File: src/rbst_pkg.sv
// ----------------------------------------------------------------------------
// Ray box slab test package
// Shared widths, register codes and the exact-rational candidate type.
// ----------------------------------------------------------------------------
package rbst_pkg;

    localparam int COORD_WIDTH = 32;
    localparam int FRAC_BITS   = 16;
    localparam int NUM_AXES    = 3;

    // A slab parameter is num / den with den positive.
    localparam int NUM_W  = COORD_WIDTH + 1;
    localparam int PROD_W = 2 * NUM_W;

    localparam int PDATA_W  = (COORD_WIDTH > 32) ? 64 : 32;
    localparam int ADDR_LSB = (COORD_WIDTH > 32) ? 3 : 2;
    localparam int REG_IDX_W = 3;
    localparam int PADDR_W  = ADDR_LSB + REG_IDX_W;

    localparam int IN_FIELDS   = 8;
    localparam int IN_TDATA_W  = ((IN_FIELDS * COORD_WIDTH + 7) / 8) * 8;
    localparam int OUT_TDATA_W = 8;

    localparam logic [COORD_WIDTH-1:0] ONE_FIX = COORD_WIDTH'(1) << FRAC_BITS;

    typedef enum logic [REG_IDX_W-1:0] {
        REG_ORIGIN_X = 3'd0,
        REG_ORIGIN_Y = 3'd1,
        REG_ORIGIN_Z = 3'd2,
        REG_DIR_X    = 3'd3,
        REG_DIR_Y    = 3'd4,
        REG_DIR_Z    = 3'd5
    } t_reg_idx;

    typedef struct packed {
        logic                   valid;
        logic [NUM_W-1:0]       num;
        logic [COORD_WIDTH-1:0] den;
    } t_cand;

    typedef struct packed {
        logic [NUM_AXES-1:0][COORD_WIDTH-1:0] org;
        logic [NUM_AXES-1:0][COORD_WIDTH-1:0] dir;
    } t_ray;

    function automatic t_cand fixed_to_cand(input logic [COORD_WIDTH-1:0] v);
        t_cand c;
        c.valid = 1'b1;
        c.num   = NUM_W'($signed(v));
        c.den   = ONE_FIX;
        return c;
    endfunction

endpackage

File: src/rbst_slab_axis.sv
// ----------------------------------------------------------------------------
// Slab parameter stage
// Two pipeline stages that form the ordered entry and exit parameters of
// one axis as exact rationals, plus the zero-direction pass check.
// ----------------------------------------------------------------------------
module rbst_slab_axis
    import rbst_pkg::*;
(
    input  logic                   i_clk,
    input  logic                   i_en_diff,
    input  logic                   i_en_order,
    input  logic [COORD_WIDTH-1:0] i_low,
    input  logic [COORD_WIDTH-1:0] i_high,
    input  logic [COORD_WIDTH-1:0] i_org,
    input  logic [COORD_WIDTH-1:0] i_dir,
    output t_cand                  o_near,
    output t_cand                  o_far,
    output logic                   o_fail
);

    logic signed [NUM_W-1:0] r_d0;
    logic signed [NUM_W-1:0] r_d1;
    logic [COORD_WIDTH-1:0]  r_den;
    logic                    r_neg;
    logic                    r_zero;

    logic signed [NUM_W-1:0] n_d0;
    logic signed [NUM_W-1:0] n_d1;
    logic signed [NUM_W-1:0] num0;
    logic signed [NUM_W-1:0] num1;
    logic                    lt;
    logic                    take0;

    t_cand r_near;
    t_cand r_far;
    logic  r_fail;

    assign n_d0 = NUM_W'($signed(i_low))  - NUM_W'($signed(i_org));
    assign n_d1 = NUM_W'($signed(i_high)) - NUM_W'($signed(i_org));

    always_ff @(posedge i_clk) begin
        if (i_en_diff) begin
            r_d0   <= n_d0;
            r_d1   <= n_d1;
            r_neg  <= i_dir[COORD_WIDTH-1];
            r_zero <= (i_dir == '0);
            r_den  <= i_dir[COORD_WIDTH-1] ? (COORD_WIDTH'(0) - i_dir) : i_dir;
        end
    end

    // A negative direction flips the sign of both parameters and so their order.
    assign num0  = r_neg ? -r_d0 : r_d0;
    assign num1  = r_neg ? -r_d1 : r_d1;
    assign lt    = (r_d0 < r_d1);
    assign take0 = lt ^ r_neg;

    always_ff @(posedge i_clk) begin
        if (i_en_order) begin
            r_near.valid <= !r_zero;
            r_near.num   <= take0 ? num0 : num1;
            r_near.den   <= r_den;
            r_far.valid  <= !r_zero;
            r_far.num    <= take0 ? num1 : num0;
            r_far.den    <= r_den;
            r_fail       <= r_zero && !((r_d0 < 0) && (r_d1 > 0));
        end
    end

    assign o_near = r_near;
    assign o_far  = r_far;
    assign o_fail = r_fail;

endmodule

File: config.mk
export PLATFORM = sky130hd
export DESIGN_NAME = rbst_slab_axis
export DESIGN_NICKNAME = d
export VERILOG_FILES = /design/src/rbst_pkg.sv /design/src/rbst_slab_axis.sv
export SDC_FILE = /design/constraint.sdc
export NUM_CORES = 1
export LEC_CHECK = 0
export BUFFER_PORTS_ARGS = -buffer_cell sky130_fd_sc_hd__buf_2
export CELL_PAD_IN_SITES_DETAIL_PLACEMENT = 1
export CELL_PAD_IN_SITES_GLOBAL_PLACEMENT = 1
export CORE_AREA = 2 2 239 241
export DETAILED_ROUTE_END_ITERATION = 16
export DIE_AREA = 0 0 241 243
export GPL_TIMING_DRIVEN = 0
export PLACE_DENSITY_LB_ADDON = 0.12
export RECOVER_POWER = 100
export REMOVE_ABC_BUFFERS = 1
export SYNTH_ARGS = -nofsm -noshare
export SYNTH_HDL_FRONTEND = slang
export SYNTH_SLANG_ARGS = --single-unit
export TNS_END_PERCENT = 1
File: constraint.sdc
create_clock -name i_clk -period 3.8 [get_ports i_clk]
set_clock_uncertainty 0.2 [all_clocks]
set_input_delay 0.19 -clock i_clk [delete_from_list [all_inputs] [get_ports i_clk]]
set_output_delay 0.19 -clock i_clk [all_outputs]
set_load 0.005 [all_outputs]
# Word-level counts from Yosys, hierarchy flattened

Index checks and enable logic that the tools add are counted.

Add/sub/neg operators: 5
Order comparisons: 3
Mux-type cells: 5
Bitwise logic cells: 1
Reductions and logical operators: 5

Operators by type and width:

| kind                                                                             | number |
|---|---|
| 33-bit 2-to-1 mux                                                                | 4 |
| 33-bit negator                                                                   | 2 |
| 32-bit by 32-bit subtractor with 33-bit output                                   | 2 |
| 33-bit by 1-bit greater-than comparator with 1-bit output, second input constant | 1 |
| 33-bit by 1-bit less-than comparator with 1-bit output, second input constant    | 1 |
| 33-bit less-than comparator                                                      | 1 |
| 32-bit zero test                                                                 | 1 |
| 1-bit by 32-bit subtractor with 32-bit output, first input constant              | 1 |
| 31-bit 2-to-1 mux                                                                | 1 |
| 1-bit logical AND                                                                | 2 |
| 1-bit zero test                                                                  | 2 |
| 1-bit XOR                                                                        | 1 |

Flip-flop bits (word level): 200
Bits of input ports: 131
Output and inout bits: 133
Logic and storage cells: 30

# Longest topological paths before layout

Depth after elaboration: 4
Depth in mapped cells: 14
Gate-level depth less buffers: 12

# Least setup slack after synthesis

OpenSTA, ideal clock, no wires.

Path kind: reg2reg
From: register r_d0[0]
To: register r_near, in the netlist o_near[62] (data pin)
Data arrival time: 3.026 ns
Data required time: 3.320 ns
Slack: 0.294 ns
Stages on the path, launching flop included: 13
Period minus slack after synthesis: 3.506 ns
Cell sequence: edfxtp_1 -> inv_1 -> ha_1 -> or4b_1 -> or4_4 -> or4_1 -> buf_2 -> or3_4 -> nor3_2 -> xor2_1 -> nor2_1 -> nand2_1 -> o221ai_1

Longest elaborated chain between the ends: 3
Elaborated cells on any way between the ends: 5
Classes of those cells: 1 x add/sub; 1 x order compare; 2 x mux; 1 x bitwise

RTL lines:

| item                                                                 | line                                       | text |
|---|---|---|
| from (decl)                                                          | rbst_slab_axis.sv:21                       | `logic signed [NUM_W-1:0] r_d0;` |
| from (signal assigned)                                               | rbst_slab_axis.sv:43                       | `r_d0 <= n_d0;` |
| 33-bit negator / 33-bit less-than comparator (equally long branches) | rbst_slab_axis.sv:52, rbst_slab_axis.sv:54 |  |
| 33-bit 2-to-1 mux / 1-bit XOR (equally long branches)                | rbst_slab_axis.sv:52, rbst_slab_axis.sv:55 |  |
| 33-bit 2-to-1 mux (*)                                                | rbst_slab_axis.sv:60                       | `r_near.num <= take0 ? num0 : num1;` |
| to (decl)                                                            | rbst_slab_axis.sv:34                       | `t_cand r_near;` |

Mark *: on every way between the ends. The rest lies on a longest branch, timed or not.
A chain may end at the register's enable or synchronous reset.

# Worst setup path after layout

From: register r_d0[26]
To: register r_far, in the netlist o_far[33] (data pin)

Longest elaborated chain between the ends: 3

RTL lines:

| item                        | line                 | text |
|---|---|---|
| 33-bit less-than comparator | rbst_slab_axis.sv:54 | `assign lt = (r_d0 < r_d1);` |
| 1-bit XOR                   | rbst_slab_axis.sv:55 | `assign take0 = lt ^ r_neg;` |
| 33-bit 2-to-1 mux           | rbst_slab_axis.sv:63 | `r_far.num <= take0 ? num1 : num0;` |
| to (decl)                   | rbst_slab_axis.sv:35 | `t_cand r_far;` |

Every way passes these cells.

==> flow_summary.toml <==
[cts]
numCtsBuffers = 17
path_clk_slew_ns = 0.08
htreeDepth = 4
cts_tree = "yes"
cts_buffer_depth = 2
cts.sinks = 200
insertion_delay_ns = 0.47
cts_root_buf = "clkbuf_16"

[synthesis]
synth_edf_count = 200
yosys.area.top_type = "edfxtp_1"
synthCells = 1368
yosysMostFrequentCell = "edfxtp_1"
synth_area_leaders = "edfxtp_1 (43%), ha_1 (9.0%), xnor2_1 (5.9%)"
synthArstFlopShare_pct = 0
synth_top_flop_cell = "edfxtp_1"
ys_seq_elements = 200
synth_area_sq_um = 13920
yosys_warnings = 0
synthTopCellsByCount = "edfxtp_1 (200), nand2_1 (108), ha_1 (100), inv_1 (94), xnor2_1 (93)"
ys_seq_area_share_pct = 43.16
yosys.cell_types.count = 71
synth_top_area_share_pct = 43.16
avgSynthCellArea_sq_um = 10.17

[cells_and_area]
syn2layout_area_growth_pct = 24.41
final_nets = 1886
antenna_cells = 0
final_cell_area_sq_um = 17310
drive_above_1_share_pct = 18.37
instances_no_fill = 2422

[setup_path]
worst-setup-path-type = "reg -> reg"
critPathArrivalTime_ns = 3.72
critPathMaxStageDelay_ns = 0.52
crit_top_cell = "a21o_1"
crit_required_ns = 3.80
cp_cell_sequence = "ha_1 -> a21o_1 -> a21o_1 -> a221o_1 -> a21oi_2 -> nor2_1 -> a31oi_4 -> buf_6 -> buf_16 -> mux4_2"
critPathCaptureType = "flop"
path_max_fanout = 24
startpoint_type = "flop"
cpMaxStageDelayCell = "mux4_2"

[floorplan]
dieArea_sq_um = 58560
core_area_sq_um = 55950
fp.dieW_um = 241
die_h_um = 243
fp-row-count = 87
num_io_pins = 264
start_util_pct = 24.87

[grt]
grt_overflow = 0
gr-usage-met1_pct = 20.93
top_usage_layer = "met2"
met3_usage_pct = 1.933
grt_antenna_before_repair = 0
grt_pass1_vias = 11640
grtUsageTotal_pct = 14.97
grt_pass1_wl_mm = 67.71
grt_max_degree = 70
grt_use_met2_pct = 24.44

[placement]
portBuffers = 263
place_inst = 2320
hpwl_mm = 35.36
place_area_sq_um = 16010
gp_congestion = 0.7636

[timing]
hold_viol = 0
rsz0062_at_grt = "true"
slew_headroom_pct = -102.7
min_period_over_period_pct = 97.85
finalSetupViolations = 0
worst_pin_slew_ns = 3.041
max_freq_mhz = 269.0
maxSlewViolCount = 86
fin_crit_ns = 3.718

[drt]
drt-vias-per-instance = 4.664
drc = 0
drt-total-wl_mm = 44.51
first_pass_iters = 6
ant_nets = 0
wire_per_inst_um = 18.38
route.vias.total = 11300
drtIter0Drc = 471

[pwr]
peakVddDrop_uv = 333.6
p_leak_nw = 6.898
cellPowerDensity_nw_per_um2 = 452.7

[status]
outcome = "finished, violations left"
violations = "max-capacitance violations, max-slew violations"

[run]
drv_cap = 2

[hold_path]
hp-class = "in -> reg"
==> area by class of cell <==
type / count / area, sq um
fillers: 6478 / 38640
repair buffers: 342 / 2059
clock inverters: 15 / 197.7
clock buffers: 17 / 425.4
inverters: 95 / 356.6
flip-flops and latches: 200 / 6006
multi-input cells: 997 / 7322
well taps: 756 / 945.9
==> per-stage QoR <==
stage	setup slack (ns)	power (mW)	hold slack, ns	setup TNS, ns	utilization (%)
6_report	0.08187	7.837	0.03970	0	30.94
5_1_grt	-0.08164	8.339	0.04768	-0.4804	30.94
4_1_cts	-0.02401	7.920	0.003747	-0.04270	30.77
3_5_place_dp	-0.9315	5.817	0.2052	-17.99	28.62
3_3_place_gp	-6.541	5.747	0.2032	-300.85	28.16
2_1_floorplan	-2.586	4.694	0.08887	-113.02	-
==> logic make-up after synthesis <==
kind of cell | count (synthesis) | synth area share (%)
xor+xnor | 119 | 7.490
simple gates | 368 | 13.15
buf+inv | 172 | 5.584
fa+ha+maj | 102 | 9.279
flops | 200 | 43.16
mux | 62 | 4.837
compound gates | 345 | 16.51
==> worst max-delay path, delay by kind of cell (launching register included) <==
kind / cells / cell delay (ns)
buf+inv: 2 / 0.32
flops: 1 / 0.50
simple gates: 1 / 0.20
mux: 1 / 0.52
fa+ha+maj: 1 / 0.35
compound gates: 5 / 1.35
==> placed cells by master (no fill, tap or decap), drive strengths merged, types with 13 or more instances in the layout <==
cell type	Yosys	layout
xor2	26	26
nor3	25	25
edfxtp	200	200
mux2i	56	56
ha	100	100
or3	21	21
a31oi	15	15
buf	50	214
a21o	44	44
xnor2	93	93
nand2	108	108
o221ai	20	20
or4	14	14
clkbuf	27	101
dlygate4sd3	0	44
o21ai	70	70
a21oi	89	89
a211oi	13	13
nand2b	18	18
o31ai	16	16
nand3	23	23
inv	94	102
nor2	88	88
==> power by group <==
part	leakage [nW]	switching, mW	total (mW)	internal [mW]
registers	1.96	0.264	3.19	2.93
logic	4.64	1.54	2.71	1.18
clock network	0.302	0.972	1.93	0.960
==> timing repair <==
item / 4_1_cts / 5_1_grt
setup endpoints to repair: 54 / 39
cloned: 1 / 0
setup buffers: 8 / 17
resized for setup: 19 / 25
hold buffers: 44 / 0
endpoints found under the hold margin: 63 / 0
pin swaps: 2 / 10
==> registers in the layout (all words and copies together), names as in the netlist <==
name	flops
r_d1	33
r_den	32
o_fail	1
o_far	66
r_neg	1
r_d0	33
o_near	33
r_zero	1
==> worst paths after layout <==
kind                    end  depth (start not counted)        from  slack [ns]
setup / recovery  o_far[33]                         10    r_d0[26]        0.08
hold reg to reg   o_far[31]                          0   r_den[31]        0.22
hold / removal     r_d1[31]                          3  i_high[31]        0.04
setup reg to reg  o_far[33]                         10    r_d0[26]        0.08
==> layer usage <==
layer / wire [um] / up-vias
met3: 1219 / 27
met5: 0 / -
li1: - / 5636
met2: 20620 / 197
met1: 22120 / 5437
met4: 551 / 0
Note: power is estimated with default switching activity, not from simulation.
