File: config.mk
export PLATFORM = sky130hd
export DESIGN_NAME = rbst_cfg_regs
export DESIGN_NICKNAME = d
export VERILOG_FILES = /design/src/rbst_pkg.sv /design/src/rbst_cfg_regs.sv
export SDC_FILE = /design/constraint.sdc
export NUM_CORES = 1
export LEC_CHECK = 0
export ABC_CLOCK_PERIOD_IN_PS = 1460
export BUFFER_PORTS_ARGS = -buffer_cell sky130_fd_sc_hd__buf_4
export CORE_MARGIN = 8
export CORE_UTILIZATION = 47
export CTS_CLUSTER_DIAMETER = 80
export CTS_CLUSTER_SIZE = 10
export DETAILED_ROUTE_END_ITERATION = 10
export GPL_ROUTABILITY_DRIVEN = 1
export PLACE_DENSITY = 0.77
export SYNTH_ARGS = -nofsm -noshare
export SYNTH_HDL_FRONTEND = slang
export SYNTH_SLANG_ARGS = --single-unit
File: constraint.sdc
create_clock -name i_clk -period 1.46 [get_ports i_clk]
set_input_delay 0.292 -clock i_clk [delete_from_list [all_inputs] [get_ports i_clk]]
set_output_delay 0.292 -clock i_clk [all_outputs]
set_load 0.05 [all_outputs]
File: src/rbst_pkg.sv
// ----------------------------------------------------------------------------
// Ray box slab test package
// Shared widths, register codes and the exact-rational candidate type.
// ----------------------------------------------------------------------------
package rbst_pkg;

    localparam int COORD_WIDTH = 32;
    localparam int FRAC_BITS   = 16;
    localparam int NUM_AXES    = 3;

    // A slab parameter is num / den with den positive.
    localparam int NUM_W  = COORD_WIDTH + 1;
    localparam int PROD_W = 2 * NUM_W;

    localparam int PDATA_W  = (COORD_WIDTH > 32) ? 64 : 32;
    localparam int ADDR_LSB = (COORD_WIDTH > 32) ? 3 : 2;
    localparam int REG_IDX_W = 3;
    localparam int PADDR_W  = ADDR_LSB + REG_IDX_W;

    localparam int IN_FIELDS   = 8;
    localparam int IN_TDATA_W  = ((IN_FIELDS * COORD_WIDTH + 7) / 8) * 8;
    localparam int OUT_TDATA_W = 8;

    localparam logic [COORD_WIDTH-1:0] ONE_FIX = COORD_WIDTH'(1) << FRAC_BITS;

    typedef enum logic [REG_IDX_W-1:0] {
        REG_ORIGIN_X = 3'd0,
        REG_ORIGIN_Y = 3'd1,
        REG_ORIGIN_Z = 3'd2,
        REG_DIR_X    = 3'd3,
        REG_DIR_Y    = 3'd4,
        REG_DIR_Z    = 3'd5
    } t_reg_idx;

    typedef struct packed {
        logic                   valid;
        logic [NUM_W-1:0]       num;
        logic [COORD_WIDTH-1:0] den;
    } t_cand;

    typedef struct packed {
        logic [NUM_AXES-1:0][COORD_WIDTH-1:0] org;
        logic [NUM_AXES-1:0][COORD_WIDTH-1:0] dir;
    } t_ray;

    function automatic t_cand fixed_to_cand(input logic [COORD_WIDTH-1:0] v);
        t_cand c;
        c.valid = 1'b1;
        c.num   = NUM_W'($signed(v));
        c.den   = ONE_FIX;
        return c;
    endfunction

endpackage

File: src/rbst_cfg_regs.sv
// ----------------------------------------------------------------------------
// Ray configuration registers
// APB-style register file holding the ray origin and direction.
// ----------------------------------------------------------------------------
module rbst_cfg_regs
    import rbst_pkg::*;
(
    input  logic               i_clk,
    input  logic               i_rst_n,
    input  logic               psel,
    input  logic               penable,
    input  logic               pwrite,
    input  logic [PADDR_W-1:0] paddr,
    input  logic [PDATA_W-1:0] pwdata,
    output logic [PDATA_W-1:0] prdata,
    output logic               pready,
    output t_ray               o_ray
);

    t_ray                 r_ray;
    logic                 wr_en;
    logic [REG_IDX_W-1:0] idx;
    logic [COORD_WIDTH-1:0] wval;

    assign pready = 1'b1;
    assign wr_en  = psel & penable & pwrite;
    assign idx    = paddr[PADDR_W-1:ADDR_LSB];
    assign wval   = pwdata[COORD_WIDTH-1:0];

    always_ff @(posedge i_clk) begin
        if (!i_rst_n) begin
            r_ray.org <= '0;
            r_ray.dir <= (NUM_AXES*COORD_WIDTH)'(ONE_FIX);
        end else if (wr_en) begin
            case (t_reg_idx'(idx))
                REG_ORIGIN_X: r_ray.org[0] <= wval;
                REG_ORIGIN_Y: r_ray.org[1] <= wval;
                REG_ORIGIN_Z: r_ray.org[2] <= wval;
                REG_DIR_X:    r_ray.dir[0] <= wval;
                REG_DIR_Y:    r_ray.dir[1] <= wval;
                REG_DIR_Z:    r_ray.dir[2] <= wval;
                default: ;
            endcase
        end
    end

    always_comb begin
        case (t_reg_idx'(idx))
            REG_ORIGIN_X: prdata = PDATA_W'($signed(r_ray.org[0]));
            REG_ORIGIN_Y: prdata = PDATA_W'($signed(r_ray.org[1]));
            REG_ORIGIN_Z: prdata = PDATA_W'($signed(r_ray.org[2]));
            REG_DIR_X:    prdata = PDATA_W'($signed(r_ray.dir[0]));
            REG_DIR_Y:    prdata = PDATA_W'($signed(r_ray.dir[1]));
            REG_DIR_Z:    prdata = PDATA_W'($signed(r_ray.dir[2]));
            default:      prdata = '0;
        endcase
    end

    assign o_ray = r_ray;

endmodule

# ---- Word level (Yosys, flattened, before mapping)
# Index checks and enable logic that the tools add are counted.
dict set report op_classes {
  eq_ne 5
  n_mux 1
  n_bitwise 2
  n_reduce_logical 7
}
# cell n
set op_table {}
lappend op_table {{32-bit one-hot mux with 6 select lines} 1}
lappend op_table {{2-bit AND reduction} 6}
lappend op_table {{3-bit by 2-bit equality test with 1-bit output, second input constant} 2}
lappend op_table {{3-bit equality test, second input constant} 2}
lappend op_table {{3-bit by 1-bit equality test with 1-bit output, second input constant} 1}
lappend op_table {{3-bit zero test} 1}
lappend op_table {{1-bit AND} 2}
dict set report totals {
  register_bits 192
  out_inout_bits 225
  wordCells 21
}

# ---- Depth between registers and ports, before layout
# Gate-level depths: netlist of run 1.
dict set report depth {
  depth_word 3
  depth_mapped 6
}

# ---- Worst setup path before layout of run 1
# Ideal clock, no wire load.
dict set report synth_timing {
  path_type {input -> output}
  startpoint {input paddr[2]}
  endpoint {output prdata[10]}
  t_arrival_ps 2126
  required_ps 1168
  slack_ps -958
  stages 6
  cell_sequence {clkbuf_2 > buf_4 > nor2b_1 > buf_2 > a22oi_1 > o21ai_0}
}
dict set report synth_via {
  elab_chain_cells 2
  word_cells_on_any_way 7
  classes_between {eq/ne (5); mux (1); reduce/logical (1)}
}
# item line_no
set synth_lines {}
lappend synth_lines {{from (decl)} rbst_cfg_regs.sv:13} ;# input logic [PADDR_W-1:0] paddr,
lappend synth_lines {{3-bit equality test (tied with other cells)} rbst_cfg_regs.sv:48} ;# case (t_reg_idx'(idx))
lappend synth_lines {{32-bit one-hot mux with 6 select lines (*)} rbst_cfg_regs.sv:48}
lappend synth_lines {{to (decl)} rbst_cfg_regs.sv:15} ;# output logic [PDATA_W-1:0] prdata,
# Mark *: on every way between the ends. The rest lies on a longest branch, timed or not.

# ---- Worst setup path in the final report of run 1
dict set report layout_timing {
  startpoint {register r_ray, in the netlist o_ray[182]}
  endpoint {output prdata[22]}
}
dict set report layout_via {
  elab_chain_cells 1
}
# item line_no
set layout_lines {}
lappend layout_lines {{from (decl)} rbst_cfg_regs.sv:20} ;# t_ray r_ray;
lappend layout_lines {{32-bit one-hot mux with 6 select lines} rbst_cfg_regs.sv:48}
# No other way between the ends.

==> results.py, run 1 <==
metrics = {
    "setup_path": {
        "crit_start": "o_ray[182]",
        "endpoint_kind": "output port",
        "arrival_ns": 1.56,
        "crit_required_ns": 1.17,
        "worst-setup-path-type": "flip-flop to output port",
        "startpoint_type": "flip-flop",
        "rr_worst_depth": 4,
        "worst-r2r-setup-slack_ns": 0.62,
        "r2r-start": "o_ray[101]",
        "r2r-end": "o_ray[101]",
        "critPathMaxFanout": 2,
    },
    "yosys": {
        "yosysSeqAreaShare_pct": 44.4,
        "synth_cell_types": 33,
        "async_flop_share_pct": 0,
        "synth_nets": 906,
        "ys.flop_type": "dfxtp_1",
        "synth_enable_flop_cells": 0,
        "ys_ff_latch": 192,
        "yosysWarningCount": 0,
        "netlist_area_um2": 8670,
        "syn_area_per_cell_um2": 10.0,
        "synth_cells": 864,
    },
    "placement": {
        "place_hpwl_um": 21700,
        "io_buffers": 263,
        "post_dp_cell_area_um2": 12200,
        "place_inst": 1383,
        "gp_congestion": 0.837,
    },
    "floorplan": {
        "die_area_um2": 23000,
        "die-width_um": 152,
        "pin_count": 267,
        "die_y_um": 152,
        "std_cell_rows": 49,
        "start_util_pct": 48.1,
        "core_area_um2": 18000,
    },
    "finish": {
        "drive_above_1_share_pct": 53.0,
        "fillCellCount": 1236,
        "fin_cells": 1462,
        "nNetsFinal": 1262,
        "diodes": 0,
        "layout_common_cells": "buf_4 (338), nand2_1 (224), mux2i_1 (207), dfxtp_1 (124), dfxtp_2 (68)",
        "fin_util_pct": 76.1,
        "multiInputGateArea_um2": 5270,
        "final_area_um2": 13700,
        "largest_register_ffs": 192,
        "seqCellArea_um2": 3930,
        "layout.cells.most_common": "buf_4",
        "area_growth_pct": 58.3,
    },
    "drt": {
        "dr.pass1.iters": 5,
        "drt_wl_total_um": 31000,
        "avgViaCountPerCell": 5.53,
        "drt_iter0_drc": 380,
        "drc": 0,
        "wl_per_cell_um": 21.2,
        "vias": 8089,
        "ant_nets": 0,
    },
    "global_route": {
        "antenna_found_initial": 0,
        "grt_usage_pct": 25.8,
        "grt_pass1_vias": 8236,
        "grt_max_degree": 57,
        "overflow": 0,
        "grt_pass1_wl_um": 46100,
    },
    "pwr": {
        "cellPowerDensity_nw_per_um2": 806,
        "irDropWorstVdd_uv": 879,
        "power.leakage_nw": 5.57,
    },
    "hold_path": {
        "hold_end": "o_ray[161]",
        "hp-start": "i_rst_n",
        "holdPathStages": 3,
        "min_path_type": "primary input to flip-flop",
    },
    "run_status": {
        "violations": "negative setup slack",
        "status": "finished, violations left",
    },
    "clock_tree": {
        "cts_tree": "done",
        "cts_buffer_depth": 2,
        "worstSkewPairLatency_ns": 0.43,
        "postCtsHoldBufs": 0,
        "root_buffer": "clkbuf_16",
        "htreeDepth": 4,
        "cts_inserted_buffers": 17,
        "cts_sinks": 192,
        "clkTransAtPathRegs_ns": 0.07,
    },
    "sta": {
        "clock_skew_ns": 0,
        "rsz0062_at_grt": "true",
        "finalSetupViolations": 33,
        "timing.final.crit_share_pct": 127,
        "setup_ws_ns": -0.391,
        "maxSlewViolCount": 0,
        "min_period_ns": 1.85,
        "max_freq_ghz": 0.540,
        "hold_violations": 0,
    },
    "flow_run": {
        "maxCapViolCount": 0,
    },
}
worst max-delay path: stages, from the launching register on:
cell,delay (ns)
dfxtp_1,0.31
mux2_2,0.27
a221oi_2,0.22
buf_4,0.16
a21oi_4,0.03
buf_6,0.15
cell families after synthesis:
family,after synthesis,synth area share (%)
muxes,258,30.5
buffers and inverters,80,5.53
and+or+nand+nor,246,12.1
DFF,192,44.4
other,1,0.0433
AOI/OAI and AO/OA,87,7.48
synth_stat cells, types with 4 or more instances:
cell type  count  area [um^2]
a21oi_1       11         55.1
o32ai_1        5         43.8
buf_4         14          105
a221o_1        5         50.1
o21ai_0       14         70.1
buf_6          9          101
a22oi_1       21          158
buf_2         18         90.1
nor2b_1        4         25.0
dfxtp_1      192         3840
a221oi_1      11         96.3
mux2_2        50          563
nand2_1      224          841
nand2b_1       6         37.5
clkbuf_1      25         93.8
inv_1          7         26.3
mux2i_1      208         2080
a32oi_1       13          114
layer usage:
metal	part of all wire [%]	global-route usage, %
met1	41	31.3
met2	49	42.8
met3	7.5	6.83
met4	3.0	10.4
met5	0	0
what timing repair did:
item                       CTS  global route
pin swaps                   25            32
buffers inserted            30            17
setup endpoints to repair   32            33
gates resized for setup    112            63
gates cloned                 1             0
worst max path at each step:
| stage | endpoint | slack, ns | cells after the start |
|---|---|---|---|
| final | prdata[22] | -0.39 | 5 |
| after detailed placement | prdata[27] | -0.51 | 5 |
| after global routing | prdata[22] | -0.46 | 5 |
| after floorplan | prdata[0] | -0.18 | 5 |
| after global placement | prdata[27] | -0.50 | 5 |
| after CTS | prdata[28] | -0.41 | 4 |
per-stage QoR:
| step | power (mW) | worst slack [ns] | TNS (ns) | hold slack, ns |
|---|---|---|---|---|
| floorplan | 6.21 | -0.183 | -4.98 | 0.493 |
| global placement | 6.67 | -0.500 | -44.71 | 0.457 |
| detailed placement | 6.69 | -0.514 | -50.00 | 0.465 |
| CTS | 11.1 | -0.412 | -11.20 | 0.146 |
| global route | 11.4 | -0.461 | -11.98 | 0.169 |
| finish | 11.1 | -0.391 | -10.43 | 0.163 |
layout make-up:
type | count | area share (%)
clock inverters | 10 | 0.566
clock buffers | 22 | 3.38
flip-flops and latches | 192 | 28.6
repair buffers | 410 | 26.7
multi-input cells | 592 | 38.4
well taps | 229 | 2.09
inverters | 7 | 0.192
power by group:
part | internal, mW | total [mW] | switching [mW]
registers | 5.27 | 5.31 | 0.0337
logic | 0.535 | 1.40 | 0.861
clock network | 2.29 | 4.36 | 2.06
Note: power is estimated with default switching activity, not from simulation.
==> inputs of run 2 (changes only) <==
Settings changed: SETUP_SLACK_MARGIN from default to 0.3.
==> results.py, run 2 (synthesized netlist as in run 1, its figures left out) <==
metrics = {
    "global_route": {
        "grt_usage_pct": 29.5,
        "antenna_found_initial": 0,
        "grt_pass1_wl_um": 52300,
        "overflow": 0,
        "grt_pass1_vias": 9016,
        "grt_max_degree": 76,
    },
    "floorplan": {
        "die_area_um2": 23000,
        "die_y_um": 152,
        "start_util_pct": 48.1,
        "pin_count": 267,
        "core_area_um2": 18000,
        "std_cell_rows": 49,
        "die-width_um": 152,
    },
    "pwr": {
        "power.leakage_nw": 6.28,
        "irDropWorstVdd_uv": 824,
        "p_total_mw": 12.1,
        "cellPowerDensity_nw_per_um2": 743,
    },
    "setup_path": {
        "worst-setup-path-type": "flip-flop to output port",
        "path_cells": "mux2_4 -> a221oi_4 -> a21oi_4 -> buf_6",
        "endpoint_kind": "output port",
        "cp_top_family": "compound AO/OA/AOI/OAI gates",
        "crit_required_ns": 1.17,
        "startpoint_type": "flip-flop",
        "arrival_ns": 1.62,
        "r2r-end": "o_ray[122]",
        "cp_slowest_cell": "dfxtp_2",
        "cpPeakStageDelay_ns": 0.33,
        "endpoint": "prdata[19]",
        "rr_worst_depth": 5,
        "worst-r2r-setup-slack_ns": 0.51,
        "cp_num_buf_inv": 1,
        "critPathMaxFanout": 2,
        "r2r-start": "o_ray[122]",
        "cp.depth": 4,
        "crit_start": "o_ray[115]",
    },
    "drt": {
        "avgViaCountPerCell": 6.03,
        "drt_wl_total_um": 40700,
        "drc": 0,
        "drt_iter0_drc": 667,
        "ant_nets": 0,
        "dr.pass1.iters": 5,
        "wl_per_cell_um": 27.4,
        "vias": 8975,
    },
    "placement": {
        "io_buffers": 263,
        "gp_congestion": 0.823,
        "post-place-ws_ns": -0.521,
        "place_hpwl_um": 21900,
    },
    "finish": {
        "area_growth_pct": 87.1,
        "fillCellCount": 699,
        "diodes": 0,
        "multiInputGateArea_um2": 5350,
        "drive_above_1_share_pct": 64.7,
        "nNetsFinal": 1289,
        "layout_common_cells": "nand2_1 (224), mux2i_1 (201), buf_8 (185), dfxtp_2 (132), buf_6 (105)",
        "largest_register_ffs": 192,
        "layout.cells.most_common": "nand2_1",
        "seqCellArea_um2": 4230,
    },
    "clock_tree": {
        "clkTransAtPathRegs_ns": 0.08,
        "cts_inserted_buffers": 17,
        "cts_sinks": 192,
        "cts_buffer_depth": 2,
        "worstSkewPairLatency_ns": 0.43,
        "root_buffer": "clkbuf_16",
        "cts_tree": "done",
        "postCtsHoldBufs": 0,
        "htreeDepth": 4,
    },
    "sta": {
        "hold_violations": 0,
        "timing.final.crit_share_pct": 131,
        "clock_skew_ns": 0,
        "slew_headroom_pct": 58.3,
        "maxSlewViolCount": 0,
        "setup_ws_ns": -0.457,
        "rsz0062_at_grt": "true",
        "finalSetupViolations": 34,
        "min_period_ns": 1.92,
        "max_freq_ghz": 0.522,
        "tightest_slew_ns": 0.623,
    },
    "run_status": {
        "status": "finished, violations left",
        "violations": "negative setup slack",
    },
    "flow_run": {
        "maxCapViolCount": 0,
    },
    "hold_path": {
        "min_path_type": "primary input to flip-flop",
    },
}
[run 2: worst min path at each step]
stage / from / endpoint / slack, ns / depth (start not counted)
global placement: o_ray[50] / o_ray[50] / 0.45 / 2
global route: i_rst_n / o_ray[37] / 0.18 / 3
CTS: i_rst_n / o_ray[37] / 0.12 / 3
detailed placement: o_ray[22] / o_ray[22] / 0.46 / 2
finish: i_rst_n / o_ray[37] / 0.16 / 3
floorplan: pwdata[16] / o_ray[16] / 0.49 / 2
[run 2: report_power, final]
part / internal, mW / leakage (nW) / switching, mW / total (mW)
Clock: 3.10 / 0.316 / 2.15 / 5.26
Combinational: 0.627 / 4.30 / 0.945 / 1.57
Sequential: 5.17 / 1.66 / 0.0491 / 5.22
Total: 8.90 / 6.28 / 3.15 / 12.0
[run 2: stage by stage]
stage	hold WS, ns	cells	TNS, ns	area, um^2	utilization (%)
3_5_place_dp	0.462	1397	-36.82	12300	68.4
4_1_cts	0.119	1451	-11.21	14800	82.3
5_1_grt	0.182	1488	-12.81	16200	90.0
6_report	0.162	1488	-11.78	16200	90.0
3_3_place_gp	0.450	1397	-31.97	12300	68.4
2_1_floorplan	0.494	864	-5.01	9470	-
[run 2: layer usage]
layer / track usage, % / routed length [um] / vias up / share of wire (%)
met5: 0 / 0 / - / 0
met1: 33.5 / 14300 / 4464 / 35
met4: 13.3 / 2360 / 0 / 5.8
met2: 52.0 / 21000 / 539 / 51
li1: - / - / 3800 / -
met3: 6.50 / 3080 / 172 / 7.6
[run 2: repair_timing]
action | CTS | global route
buffers inserted | 23 | 33
gates cloned | 0 | 4
pin swaps | 24 | 29
endpoints found under the setup margin | 293 | 355
resized for setup | 532 | 297
[run 2: area by class of cell]
cell class	instances	area share, %
tap	229	1.77
inverter	7	0.162
clock inverter	12	1.27
clock buffer	19	2.73
timing repair buffer	437	35.0
sequential	192	26.1
multi-input combinational	592	33.0
[run 2: worst register-to-register path, stage by stage (launching register included)]
cell	delay [ns]
dfxtp_2	0.33
buf_6	0.11
buf_6	0.11
buf_4	0.12
nand2_1	0.08
mux2i_1	0.07
